$ cat config.mk
export PLATFORM = sky130hd
export DESIGN_NAME = tcw_ctrl
export DESIGN_NICKNAME = d
export VERILOG_FILES = /design/src/rtl/core/tcw_pkg.sv /design/src/rtl/core/tcw_ctrl.sv
export VERILOG_INCLUDE_DIRS = /design/src /design/src/rtl/core
export SDC_FILE = /design/constraint.sdc
export NUM_CORES = 1
export LEC_CHECK = 0
export BUFFER_PORTS_ARGS = -buffer_cell sky130_fd_sc_hd__buf_2
export CAP_MARGIN = 25
export CELL_PAD_IN_SITES_DETAIL_PLACEMENT = 0
export CELL_PAD_IN_SITES_GLOBAL_PLACEMENT = 2
export CORE_MARGIN = 2
export CORE_UTILIZATION = 25
export CTS_CLUSTER_DIAMETER = 60
export DETAILED_ROUTE_END_ITERATION = 10
export HOLD_SLACK_MARGIN = 0.06
export PLACE_DENSITY_LB_ADDON = 0.1
export SYNTH_ARGS = -nofsm -noshare
export SYNTH_HDL_FRONTEND = slang
export SYNTH_SLANG_ARGS = --single-unit
$ cat constraint.sdc
create_clock -name clk -period 6.1 [get_ports clk]
set_input_delay 0.61 -clock clk [delete_from_list [all_inputs] [get_ports clk]]
set_output_delay 0.61 -clock clk [all_outputs]
set_load 0.05 [all_outputs]
$ cat src/rtl/core/text_console_writer_macros.svh
// assertion macros of the text console writer, used by tcw_ctrl
`ifndef TEXT_CONSOLE_WRITER_MACROS_SVH
`define TEXT_CONSOLE_WRITER_MACROS_SVH

// same-cycle implication, checked out of reset
`define TCW_ASSERT_IMP(name, ante, cons) \
	name: assert property (@(posedge clk) disable iff (!arst_n) (ante) |-> (cons)) \
		else $error("text console writer assertion failed");

// next-cycle implication, checked out of reset
`define TCW_ASSERT_NXT(name, ante, cons) \
	name: assert property (@(posedge clk) disable iff (!arst_n) (ante) |=> (cons)) \
		else $error("text console writer assertion failed");

`endif

$ cat src/rtl/core/tcw_pkg.sv
// types and constants of the text console writer
package tcw_pkg;

	localparam int COLUMNS  = 80;
	localparam int LAST_ROW = 24;
	localparam int TAB_STEP = 4;
	localparam int ROWS     = LAST_ROW + 1;
	localparam int CELLS    = ROWS * COLUMNS;
	localparam int ADDR_W   = $clog2(CELLS);
	localparam int ROW_W    = 5;
	localparam int COL_W    = 7;

	localparam logic [7:0] CHAR_NEWLINE = 8'h0a;
	localparam logic [7:0] CHAR_TAB     = 8'h09;
	localparam logic [7:0] CHAR_BLANK   = 8'h20;
	localparam logic [7:0] CHAR_LAST    = 8'h7f;
	localparam logic [7:0] RESET_ATTR   = 8'h0e;

	localparam logic CMD_PUT  = 1'b0;
	localparam logic CMD_READ = 1'b1;

	typedef struct packed {
		logic             cmd;
		logic [7:0]       char_code;
		logic [ROW_W-1:0] read_row;
		logic [COL_W-1:0] read_col;
	} req_t;

	typedef struct packed {
		logic [ROW_W-1:0] cursor_row_out;
		logic [COL_W-1:0] cursor_col_out;
		logic [7:0]       cell_char;
		logic [7:0]       cell_attr;
	} rsp_t;

	typedef struct packed {
		logic [7:0] attr;
		logic [7:0] code;
	} cell_t;

	typedef struct packed {
		logic              we;
		logic [ADDR_W-1:0] waddr;
		cell_t             wdata;
		logic              re;
		logic [ADDR_W-1:0] raddr;
	} mem_req_t;

endpackage

$ cat src/rtl/core/tcw_ctrl.sv
// cursor, scroll and clear sequencer of the text console writer
`include "text_console_writer_macros.svh"

module tcw_ctrl import tcw_pkg::*; (
	input  logic       clk,
	input  logic       arst_n,
	input  logic       attr_we,
	input  logic [7:0] attr_wdata,
	input  logic       req_valid,
	output logic       req_stall,
	input  req_t       req,
	output logic       rsp_valid,
	input  logic       rsp_stall,
	output rsp_t       rsp,
	output mem_req_t   mem,
	input  cell_t      rdata
);

	localparam logic [1:0] ST_CLR  = 2'd0;
	localparam logic [1:0] ST_IDLE = 2'd1;
	localparam logic [1:0] ST_FIN  = 2'd2;
	localparam logic [1:0] ST_SCRL = 2'd3;

	logic [1:0]        state_q;
	logic [ADDR_W-1:0] clr_addr_q;
	logic [COL_W-1:0]  clr_col_q;
	logic [ROW_W-1:0]  clr_row_q;
	logic [ROW_W-1:0]  top_q;
	logic [ROW_W-1:0]  cursor_row_q;
	logic [COL_W-1:0]  cursor_col_q;
	logic [7:0]        attr_q;
	logic              is_read_s1;
	logic              in_range_s1;
	logic              scroll_s1;
	logic              rsp_valid_q;
	rsp_t              rsp_q;

	logic              accept;
	logic              rsp_free;
	logic              rd_in_range;
	logic [ADDR_W-1:0] rd_addr;
	logic [ADDR_W-1:0] cur_addr;
	logic              is_print;
	logic [COL_W:0]    col_inc;
	logic [COL_W:0]    col_tab;
	logic [ROW_W:0]    row_nxt;
	logic [COL_W-1:0]  col_nxt;
	logic              scroll_nxt;

	function automatic logic [ROW_W-1:0] wrap_row(input logic [ROW_W:0] sum);
		if (sum >= (ROW_W+1)'(ROWS)) begin
			return ROW_W'(sum - (ROW_W+1)'(ROWS));
		end
		return ROW_W'(sum);
	endfunction

	function automatic logic [ADDR_W-1:0] cell_addr(input logic [ROW_W-1:0] prow,
			input logic [COL_W-1:0] col);
		return ADDR_W'(prow) * ADDR_W'(COLUMNS) + ADDR_W'(col);
	endfunction

	assign accept    = (state_q == ST_IDLE) && req_valid;
	assign req_stall = (state_q != ST_IDLE);
	assign rsp_free  = !rsp_valid_q || !rsp_stall;
	assign rsp_valid = rsp_valid_q;
	assign rsp       = rsp_q;

	assign rd_in_range = (req.read_row <= ROW_W'(LAST_ROW)) && (req.read_col < COL_W'(COLUMNS));
	assign rd_addr     = cell_addr(wrap_row({1'b0, req.read_row} + {1'b0, top_q}), req.read_col);
	assign cur_addr    = cell_addr(wrap_row({1'b0, cursor_row_q} + {1'b0, top_q}), cursor_col_q);
	assign is_print    = (req.char_code >= CHAR_BLANK) && (req.char_code <= CHAR_LAST);

	// next cursor for a put item
	always_comb begin
		col_inc = {1'b0, cursor_col_q} + (COL_W+1)'(1);
		col_tab = {1'b0, cursor_col_q} + (COL_W+1)'(TAB_STEP);
		row_nxt = {1'b0, cursor_row_q};
		col_nxt = cursor_col_q;
		priority if (req.char_code == CHAR_NEWLINE) begin
			col_nxt = '0;
			row_nxt = {1'b0, cursor_row_q} + (ROW_W+1)'(1);
		end else if (req.char_code == CHAR_TAB) begin
			if (col_tab >= (COL_W+1)'(COLUMNS)) begin
				col_nxt = COL_W'(col_tab - (COL_W+1)'(COLUMNS));
				row_nxt = {1'b0, cursor_row_q} + (ROW_W+1)'(1);
			end else begin
				col_nxt = COL_W'(col_tab);
			end
		end else if (is_print) begin
			if (col_inc >= (COL_W+1)'(COLUMNS)) begin
				col_nxt = '0;
				row_nxt = {1'b0, cursor_row_q} + (ROW_W+1)'(1);
			end else begin
				col_nxt = COL_W'(col_inc);
			end
		end else begin
			col_nxt = cursor_col_q;
		end
		scroll_nxt = row_nxt > (ROW_W+1)'(LAST_ROW);
	end

	// memory port
	always_comb begin
		mem = '0;
		unique case (state_q)
			ST_CLR: begin
				mem.we    = 1'b1;
				mem.waddr = clr_addr_q;
				mem.wdata = '{attr: RESET_ATTR, code: CHAR_BLANK};
			end
			ST_IDLE: begin
				if (accept && req.cmd == CMD_READ) begin
					mem.re    = rd_in_range;
					mem.raddr = rd_addr;
				end else if (accept && is_print) begin
					mem.we    = 1'b1;
					mem.waddr = cur_addr;
					mem.wdata = '{attr: attr_q, code: req.char_code};
				end
			end
			ST_SCRL: begin
				mem.we    = 1'b1;
				mem.waddr = cell_addr(clr_row_q, clr_col_q);
				mem.wdata = '{attr: attr_q, code: CHAR_BLANK};
			end
			default: begin
				mem = '0;
			end
		endcase
	end

	always_ff @(posedge clk or negedge arst_n) begin
		if (!arst_n) begin
			state_q      <= ST_CLR;
			clr_addr_q   <= '0;
			clr_col_q    <= '0;
			top_q        <= '0;
			cursor_row_q <= '0;
			cursor_col_q <= '0;
			attr_q       <= RESET_ATTR;
			rsp_valid_q  <= 1'b0;
		end else begin
			if (attr_we) begin
				attr_q <= attr_wdata;
			end
			if (rsp_valid_q && !rsp_stall) begin
				rsp_valid_q <= 1'b0;
			end
			unique case (state_q)
				ST_CLR: begin
					clr_addr_q <= clr_addr_q + ADDR_W'(1);
					if (clr_addr_q == ADDR_W'(CELLS - 1)) begin
						state_q <= ST_IDLE;
					end
				end
				ST_IDLE: begin
					if (accept) begin
						state_q <= ST_FIN;
						if (req.cmd == CMD_PUT) begin
							cursor_col_q <= col_nxt;
							cursor_row_q <= scroll_nxt ? ROW_W'(LAST_ROW) : ROW_W'(row_nxt);
						end
					end
				end
				ST_FIN: begin
					if (rsp_free) begin
						rsp_valid_q <= 1'b1;
						if (scroll_s1) begin
							state_q <= ST_SCRL;
							top_q   <= (top_q == ROW_W'(LAST_ROW)) ? '0 : top_q + ROW_W'(1);
						end else begin
							state_q <= ST_IDLE;
						end
					end
				end
				ST_SCRL: begin
					if (clr_col_q == COL_W'(COLUMNS - 1)) begin
						clr_col_q <= '0;
						state_q   <= ST_IDLE;
					end else begin
						clr_col_q <= clr_col_q + COL_W'(1);
					end
				end
				default: begin
					state_q <= ST_IDLE;
				end
			endcase
		end
	end

	always_ff @(posedge clk) begin
		if (accept) begin
			is_read_s1  <= (req.cmd == CMD_READ);
			in_range_s1 <= rd_in_range;
			scroll_s1   <= (req.cmd == CMD_PUT) && scroll_nxt;
		end
		if (state_q == ST_FIN && rsp_free) begin
			// old top row becomes the new bottom row
			clr_row_q            <= top_q;
			rsp_q.cursor_row_out <= cursor_row_q;
			rsp_q.cursor_col_out <= cursor_col_q;
			if (is_read_s1 && in_range_s1) begin
				rsp_q.cell_char <= rdata.code;
				rsp_q.cell_attr <= rdata.attr;
			end else begin
				rsp_q.cell_char <= '0;
				rsp_q.cell_attr <= '0;
			end
		end
	end

	`TCW_ASSERT_NXT(a_accept_to_fin, accept, state_q == ST_FIN)
	`TCW_ASSERT_IMP(a_rsp_from_fin, $rose(rsp_valid_q), $past(state_q) == ST_FIN)
	`TCW_ASSERT_IMP(a_pos_in_range, 1'b1, cursor_row_q <= ROW_W'(LAST_ROW) && cursor_col_q < COL_W'(COLUMNS) && top_q <= ROW_W'(LAST_ROW))
	`TCW_ASSERT_IMP(a_waddr_in_range, mem.we, mem.waddr < ADDR_W'(CELLS) && !mem.re)

endmodule

[Word level (Yosys, flattened, before mapping)]
Index checks and enable logic that the tools add are counted.
Widths: inputs -> output; s select.
Word-level totals
  register bits after elaboration: 82
  input port bits: 50
  output and inout bits: 70
  word-level logic and storage cells: 107
Cells by class
  add/subtract/negate cells: 14
  multipliers: 3
  magnitude comparators: 9
  equality and inequality tests: 13
  muxes and demuxes: 33
  bitwise operators: 1
  reductions and logical operators: 18
Operator list (number)
  $pmux 28 s3: 1
  $mux 28: 2
  $mux 7: 6
  $add 11x7->11: 3
  $mux 5: 6
  $mux 6: 5
  $mux 12: 2
  $mul 5x3->7 const B: 3
  $eq 8x4->1 const B: 2
  $ge 8x7->1 const B: 2
  $add 5x5->6: 2
  $ge 6x5->1 const B: 2
  $add 11x1->11 const B: 1
  $eq 11x11->1 const B: 1
  $mux 2: 5
  $sub 5x5->5 const B: 2
  $logic_and 1x1->1: 9
  $add 7x1->8 const B: 1
  $add 7x3->8 const B: 1
  $ge 8x6->1 const B: 1
  $le 8x7->1 const B: 1
  $ne 2x2->1 const B: 4
  $pmux 2 s4: 1
  $reduce_and 4->1: 2
  other kinds (19): 26

[Logic depth before layout (Yosys ltp)]
Gate-level depths: netlist of run 1.
  word-level depth: 9
  depth in mapped cells: 20
  mapped depth without buffers: 20

[Worst setup path after synthesis of run 1]
OpenSTA, ideal clock, no wires.
  path type: input to output
  from: in req[7] (netlist name)
  to: out mem[10] (netlist name)
  arrival: 5.091 ns
  data required time: 5.490 ns
  slack: 0.399 ns
  stages on the path: 18
  buffers on the path: 0
  path through: ha_1 > inv_1 > fa_1 > ha_1 > or3_1 > a41oi_1 > nor2_1 > xor2_1 > ha_1 > ha_1 > inv_1 > fa_1 > nor2b_1 > o21ai_0 > a21oi_1 > o32ai_1 > or2_2 > mux2i_1
RTL lines
  start, declared: RTL line tcw_ctrl.sv:11  | input req_t req,
  end, declared: RTL line tcw_ctrl.sv:15  | output mem_req_t mem,

==> results of run 1 <==
## cell type report
cell class	count	area (um^2)	share of cell area (%)
inverter	37	139	1.89
clock inverter	5	108	1.47
clock buffer	11	254	3.46
sequential	82	2240	30.5
antenna	1	2.50	0.0341
tap	319	399	5.44
timing repair buffer	122	623	8.49
multi-input combinational	473	3580	48.7
## stage by stage
step	instance area (um^2)	TNS, ps	worst slack [ps]	hold slack [ps]
after floorplan	5970	0	399	314
after global routing	7340	-13.0	-13.0	429
final	7340	0	294	382
after CTS	7290	0	28.5	411
after detailed placement	6930	0	428	491
after global placement	6930	0	509	483
## flip-flops by register name, summed over array words and instances, names as in the netlist
name,cells
attr_q,8
clr_addr_q,11
clr_col_q,7
clr_row_q,5
cursor_col_q,7
cursor_row_q,5
in_range_s1,1
is_read_s1,1
rsp,28
rsp_valid,1
scroll_s1,1
state_q,2
top_q,5
## cell families after synthesis
group           count (synthesis)  synth area share (%)
fa+ha+maj                      65                  14.6
xor+xnor                       42                  6.16
other cells                     1                0.0628
mux                            21                  3.82
compound gates                127                  14.6
simple gates                  217                  19.8
buf+inv                        53                  3.48
flops                          82                  37.5
## repair_timing
action                     in CTS  in global routing
resized for setup               0                 12
setup endpoints to repair       0                  4
hold buffers                    0                  0
## cell usage in the layout (no fill, tap or decap), types with 13 or more instances in the layout
cell type                    n
sky130_fd_sc_hd__a21oi_1    30
sky130_fd_sc_hd__and2_1     24
sky130_fd_sc_hd__xor2_1     20
sky130_fd_sc_hd__and3_1     26
sky130_fd_sc_hd__edfxtp_1   36
sky130_fd_sc_hd__o21ai_0    19
sky130_fd_sc_hd__nor2_1     34
sky130_fd_sc_hd__xnor2_1    21
sky130_fd_sc_hd__nand2_1    48
sky130_fd_sc_hd__inv_1      36
sky130_fd_sc_hd__dfrtp_1    41
sky130_fd_sc_hd__nand3_1    17
sky130_fd_sc_hd__ha_1       57
sky130_fd_sc_hd__mux2_2     13
sky130_fd_sc_hd__buf_2     117
## routing by layer
layer	up-vias	share of wire (%)	global-route usage, %
met5	-	0	0
met4	0	1.1	3.73
met3	10	3.0	2.23
met2	78	48	24.2
met1	2374	48	18.8
li1	2457	-	-
## worst max-delay path by stage
stage | start | to | cells after the start
after detailed placement | cursor_row_q[0] | mem[38] | 20
after floorplan | req[7] | mem[10] | 18
final | cursor_row_q[0] | mem[38] | 21
after global placement | req[7] | mem[10] | 20
after CTS | cursor_row_q[0] | mem[38] | 20
after global routing | cursor_row_q[0] | mem[38] | 21
## power breakdown
part | internal [mW] | total (mW) | switching [mW]
Clock | 0.428 | 0.670 | 0.242
Combinational | 0.0514 | 0.129 | 0.0780
Sequential | 0.580 | 0.582 | 0.00222
==> impl_metrics.json, run 1 <==
{
  "yosysWarnings": 0,
  "slew_at_the_pin_closest_to_its_max_slew_limit_ps": 805,
  "grt.overflow.total": 0,
  "numClockSinks": 82,
  "synthCells": 608,
  "worst_setup_path_category": "reg2out",
  "worstSetupEndpointType": "output port",
  "tritoncts_clock_tree": "done",
  "core_um2": 23500,
  "max_stage_delay_ps": 530,
  "period_share_pct": 95.2,
  "cpLargestDelayFamily": "adder cells",
  "die_width_um": 159,
  "share_of_the_yosys_chip_area_belonging_to_registers_pct": 37.5,
  "outcome": "complete, no violations",
  "routed_wl_um": 17100,
  "grt_antenna_before_repair": 0,
  "finalSetupViolations": 0,
  "drt.antenna.violating_nets": 0,
  "rows": 56,
  "post-route-drc-count": 0,
  "critPathArrivalTime_ps": 5200,
  "dp.cells": 1033,
  "worst_skew_pair.late_latency_ps": 350,
  "yosysTopAreaCell": "sky130_fd_sc_hd__edfxtp_1",
  "htree_levels": 3,
  "ir_worst_vdd_v": 0.000142,
  "timing.critical_path.mode_cell": "sky130_fd_sc_hd__ha_1",
  "synth_commonest_cells": "sky130_fd_sc_hd__ha_1 (57), sky130_fd_sc_hd__nand2_1 (48), sky130_fd_sc_hd__dfrtp_1 (43), sky130_fd_sc_hd__inv_1 (37), sky130_fd_sc_hd__edfxtp_1 (36)",
  "max-cap-violations": 0,
  "worst_ep_required_time_ps": 5490,
  "place.detailed.hpwl_um": 13200,
  "wl_per_cell_um": 16.2,
  "p_leak_nw": 3.49,
  "power.density_nw_per_um2": 188,
  "drt-pass1-iter-count": 8,
  "gp_congestion": 0.831,
  "finalCoreUtilization_pct": 31.3,
  "power_mw": 1.38,
  "synth.lib_cells_used.distinct": 74,
  "clock-skew-final_ps": 7.73,
  "period_needed_ps": 5810,
  "final-max-slew-violation-count": 0,
  "global_route.usage.total_pct": 14.2,
  "ioPinCount": 120,
  "synth_top_area_share_pct": 18.1,
  "area_delta_synth_final_pct": 23.0,
  "path_cells": "ha_1 -> fa_1 -> inv_2 -> ha_1 -> inv_1 -> nor3_2 -> o41ai_1 -> a211o_1 -> nand2_1 -> o21ai_4 -> ha_1 -> ha_1 -> inv_1 -> fa_1 -> nand2b_1 -> or4_1 -> a21oi_1 -> a221oi_2 -> xnor2_1 -> o2bb2ai_1 -> buf_4",
  "number_of_flops_mapped_to_enable_cells_by_yosys": 36,
  "r2r_worst_path_depth": 9,
  "critical_path.slowest_cell": "sky130_fd_sc_hd__fa_1",
  "final_layout_size_suffix_gt1_share_pct": 23.4,
  "final_net_count": 840,
  "cp.buffers_inverters": 4,
  "cts.root.buffer_cell": "sky130_fd_sc_hd__clkbuf_16",
  "max-clock-path-buffers": 2,
  "clkSlewWorstSetupHoldPaths_ps": 70,
  "postSynthNetCount": 723,
  "max_freq_mhz": 172,
  "dieHeight_um": 159,
  "reg2reg_setup_slack_ps": 3140,
  "synth-seq-cells": 82,
  "first_pass_grt_wire_length_um": 27500,
  "final-instance-count-excl-fill": 1050,
  "start_util_pct": 25.4,
  "worst-path-max-fanout": 8,
  "hold_violations": 0,
  "most_frequent_cell_after_synthesis": "sky130_fd_sc_hd__ha_1",
  "grt_start_max_net_pins": 47,
  "total_die_area_um2": 25100,
  "grt_pass1_vias": 5214,
  "postSynth.asyncResetShare_pct": 56.1,
  "synth.cell_area_um2": 5970,
  "average_cell_area_after_synthesis_um2": 9.82,
  "reg2reg_from": "cursor_col_q[2]",
  "r2r-end": "cursor_row_q[4]",
  "synth_area_leaders": "sky130_fd_sc_hd__edfxtp_1 (18%), sky130_fd_sc_hd__dfrtp_1 (18%), sky130_fd_sc_hd__ha_1 (12%), sky130_fd_sc_hd__xnor2_1 (3.2%), sky130_fd_sc_hd__nand2_1 (3.0%)",
  "worstSetupStartpointType": "flip-flop",
  "fillers": 2458,
  "io_buffer_count": 118,
  "max-slew-margin-rel_pct": 46.3,
  "vias_per_cell": 4.68,
  "min_path_type": "in2async",
  "first_iter_violations": 263,
  "detailroute.via_count": 4919,
  "synth_ff_type": "sky130_fd_sc_hd__dfrtp_1",
  "post_cts_buffers": 0,
  "cts_made_buffers": 9
}
Note: power is estimated with default switching activity, not from simulation.
==> run 2: changes to the inputs <==
Settings changed: PLACE_DENSITY from default to 0.63, PLACE_DENSITY_LB_ADDON 0.1 to default.
==> run 2 against run 1 <==
Clock power down 19%; setup slack improved by 20 ps; first-iteration DRC count decreased by 3.4%; die area did not move; hold slack got worse by 3.9 ps; critical path type unchanged.
==> impl_metrics.json, run 2 (synthesized netlist as in run 1, its figures left out) <==
{
  "rows": 56,
  "worstSetupStartpointType": "flip-flop",
  "drt-pass1-iter-count": 6,
  "hold_violations": 0,
  "clock-skew-final_ps": 5.12,
  "path_cells": "ha_1 -> fa_1 -> inv_1 -> ha_1 -> inv_1 -> nor3_2 -> o41ai_1 -> a211o_1 -> o21ai_2 -> ha_1 -> ha_1 -> inv_1 -> fa_1 -> nand2b_1 -> or4_1 -> a21oi_1 -> a221oi_2 -> xnor2_1 -> o2bb2ai_1 -> buf_4",
  "p_leak_nw": 3.45,
  "post_cts_hold_buffer_count": 0,
  "grt_start_max_net_pins": 47,
  "first_iter_violations": 254,
  "finish.instance_area_um2": 7270,
  "final_net_count": 841,
  "timing.critical_path.mode_cell": "sky130_fd_sc_hd__ha_1",
  "worst_setup_path_category": "reg2out",
  "tritoncts_clock_tree": "done",
  "io_buffer_count": 118,
  "clkSlewWorstSetupHoldPaths_ps": 60,
  "global_route.usage.total_pct": 13.3,
  "place.detailed.hpwl_um": 12700,
  "worst_skew_pair.late_latency_ps": 340,
  "power.density_nw_per_um2": 172,
  "outcome": "complete, no violations",
  "total_die_area_um2": 25100,
  "area_used_by_multi_input_combinational_logic_um2": 3560,
  "first_pass_grt_wire_length_um": 25700,
  "routed_wl_um": 16400,
  "antenna_cells_inserted": 0,
  "grt_pass1_vias": 4966,
  "period_share_pct": 94.9,
  "area_delta_synth_final_pct": 21.7,
  "detailroute.via_count": 4999,
  "gp_congestion": 0.787,
  "max_stage_delay_ps": 450,
  "worst-path-max-fanout": 5,
  "start_util_pct": 25.4,
  "finalSetupViolations": 0,
  "critPathArrivalTime_ps": 5180,
  "max_freq_mhz": 173,
  "ioPinCount": 120,
  "period_needed_ps": 5790,
  "cts_made_buffers": 9,
  "min_path_type": "in2async",
  "htree_levels": 3,
  "worstSetupEndpointType": "output port",
  "layout_commonest_cell": "sky130_fd_sc_hd__buf_2",
  "power_mw": 1.25,
  "core_um2": 23500,
  "final-max-slew-violation-count": 0,
  "largest_register_ffs": 28,
  "max-slew-margin-rel_pct": 43.4,
  "vias_per_cell": 4.76,
  "max-clock-path-buffers": 2,
  "final-seq-area_um2": 2240,
  "die_width_um": 159,
  "cts.root.buffer_cell": "sky130_fd_sc_hd__clkbuf_16",
  "layout_common_cells": "sky130_fd_sc_hd__buf_2 (117), sky130_fd_sc_hd__ha_1 (57), sky130_fd_sc_hd__nand2_1 (48), sky130_fd_sc_hd__dfrtp_1 (43), sky130_fd_sc_hd__inv_1 (37)",
  "post-route-drc-count": 0,
  "ir_worst_vdd_v": 0.0000980,
  "setup_repair_after_global_routing_missed_its_margin": "yes",
  "dieHeight_um": 159,
  "grt.overflow.total": 0,
  "worst_ep_required_time_ps": 5490,
  "final_layout_size_suffix_gt1_share_pct": 23.1,
  "fin_hold_ws_ps": 378,
  "critical_path.slowest_cell": "sky130_fd_sc_hd__fa_1",
  "numClockSinks": 82,
  "slew_at_the_pin_closest_to_its_max_slew_limit_ps": 847,
  "wl_per_cell_um": 15.6,
  "max-cap-violations": 0,
  "fillers": 2439,
  "drt.antenna.violating_nets": 0,
  "grt_antenna_before_repair": 0,
  "detailed_place.area_um2": 6930
}
## run 2: cell types whose count changed in the layout (fill, tap and decap cells not counted), moves of 2 or more
cell                         before  now
sky130_fd_sc_hd__dfrtp_2          2    0
sky130_fd_sc_hd__bufinv_16        3    0
sky130_fd_sc_hd__clkinvlp_4       0    2
sky130_fd_sc_hd__dfrtp_1         41   43
## run 2: repair_timing
item,4_1_cts,5_1_grt
gates resized for setup,0,7
buffers inserted,0,0
setup endpoints to repair,0,2
## run 2: report_power, final
part | switching, mW | internal [mW]
Clock | 0.237 | 0.304
Sequential | 0.00230 | 0.580
Combinational | 0.0770 | 0.0515
Total | 0.316 | 0.935
## run 2: path summary, 6_finish.rpt
| kind | from | endpoint | slack, ps | cells past startpoint |
|---|---|---|---|---|
| setup / recovery | top_q[0] | mem[38] | 310 | 20 |
| hold / removal | arst_n | clr_col_q[2] | 380 | 2 |
| setup reg to reg | cursor_col_q[2] | cursor_row_q[4] | 3180 | 9 |
| hold reg to reg | clr_addr_q[10] | clr_addr_q[10] | 490 | 1 |
| max in group asynchronous | arst_n | cursor_col_q[6] | 5290 | 2 |
| min in group clk | clr_addr_q[10] | clr_addr_q[10] | 490 | 1 |
## run 2: cell type report
cell class,count,area share (%)
timing repair buffer,123,8.68
inverter,37,1.91
clock inverter,6,0.637
multi-input combinational,473,49.1
sequential,82,30.8
clock buffer,10,3.44
tap,319,5.49
## run 2: critical path: cells and delay by family, from the launching register on
family / cells / cell delay, ps
buf+inv: 4 / 500
flops: 1 / 390
fa+ha+maj: 6 / 1790
xor+xnor: 1 / 160
simple gates: 3 / 860
compound gates: 6 / 1110
## run 2: metrics by stage
stage	setup WS [ps]	util, %	TNS [ps]	std cells
floorplan	399	-	0	608
global placement	505	29.5	0	1034
detailed placement	441	29.5	0	1034
CTS	51.7	30.8	0	1050
global route	-27.4	31.0	-47.0	1050
finish	314	31.0	0	1050
## run 2: per-layer routing
layer | routed length [um] | GRT usage, % | vias to the layer above
met5 | 0 | 0 | -
met4 | 223 | 3.95 | 0
met1 | 7560 | 17.1 | 2407
li1 | - | - | 2453
met2 | 7840 | 22.3 | 129
met3 | 760 | 2.89 | 10
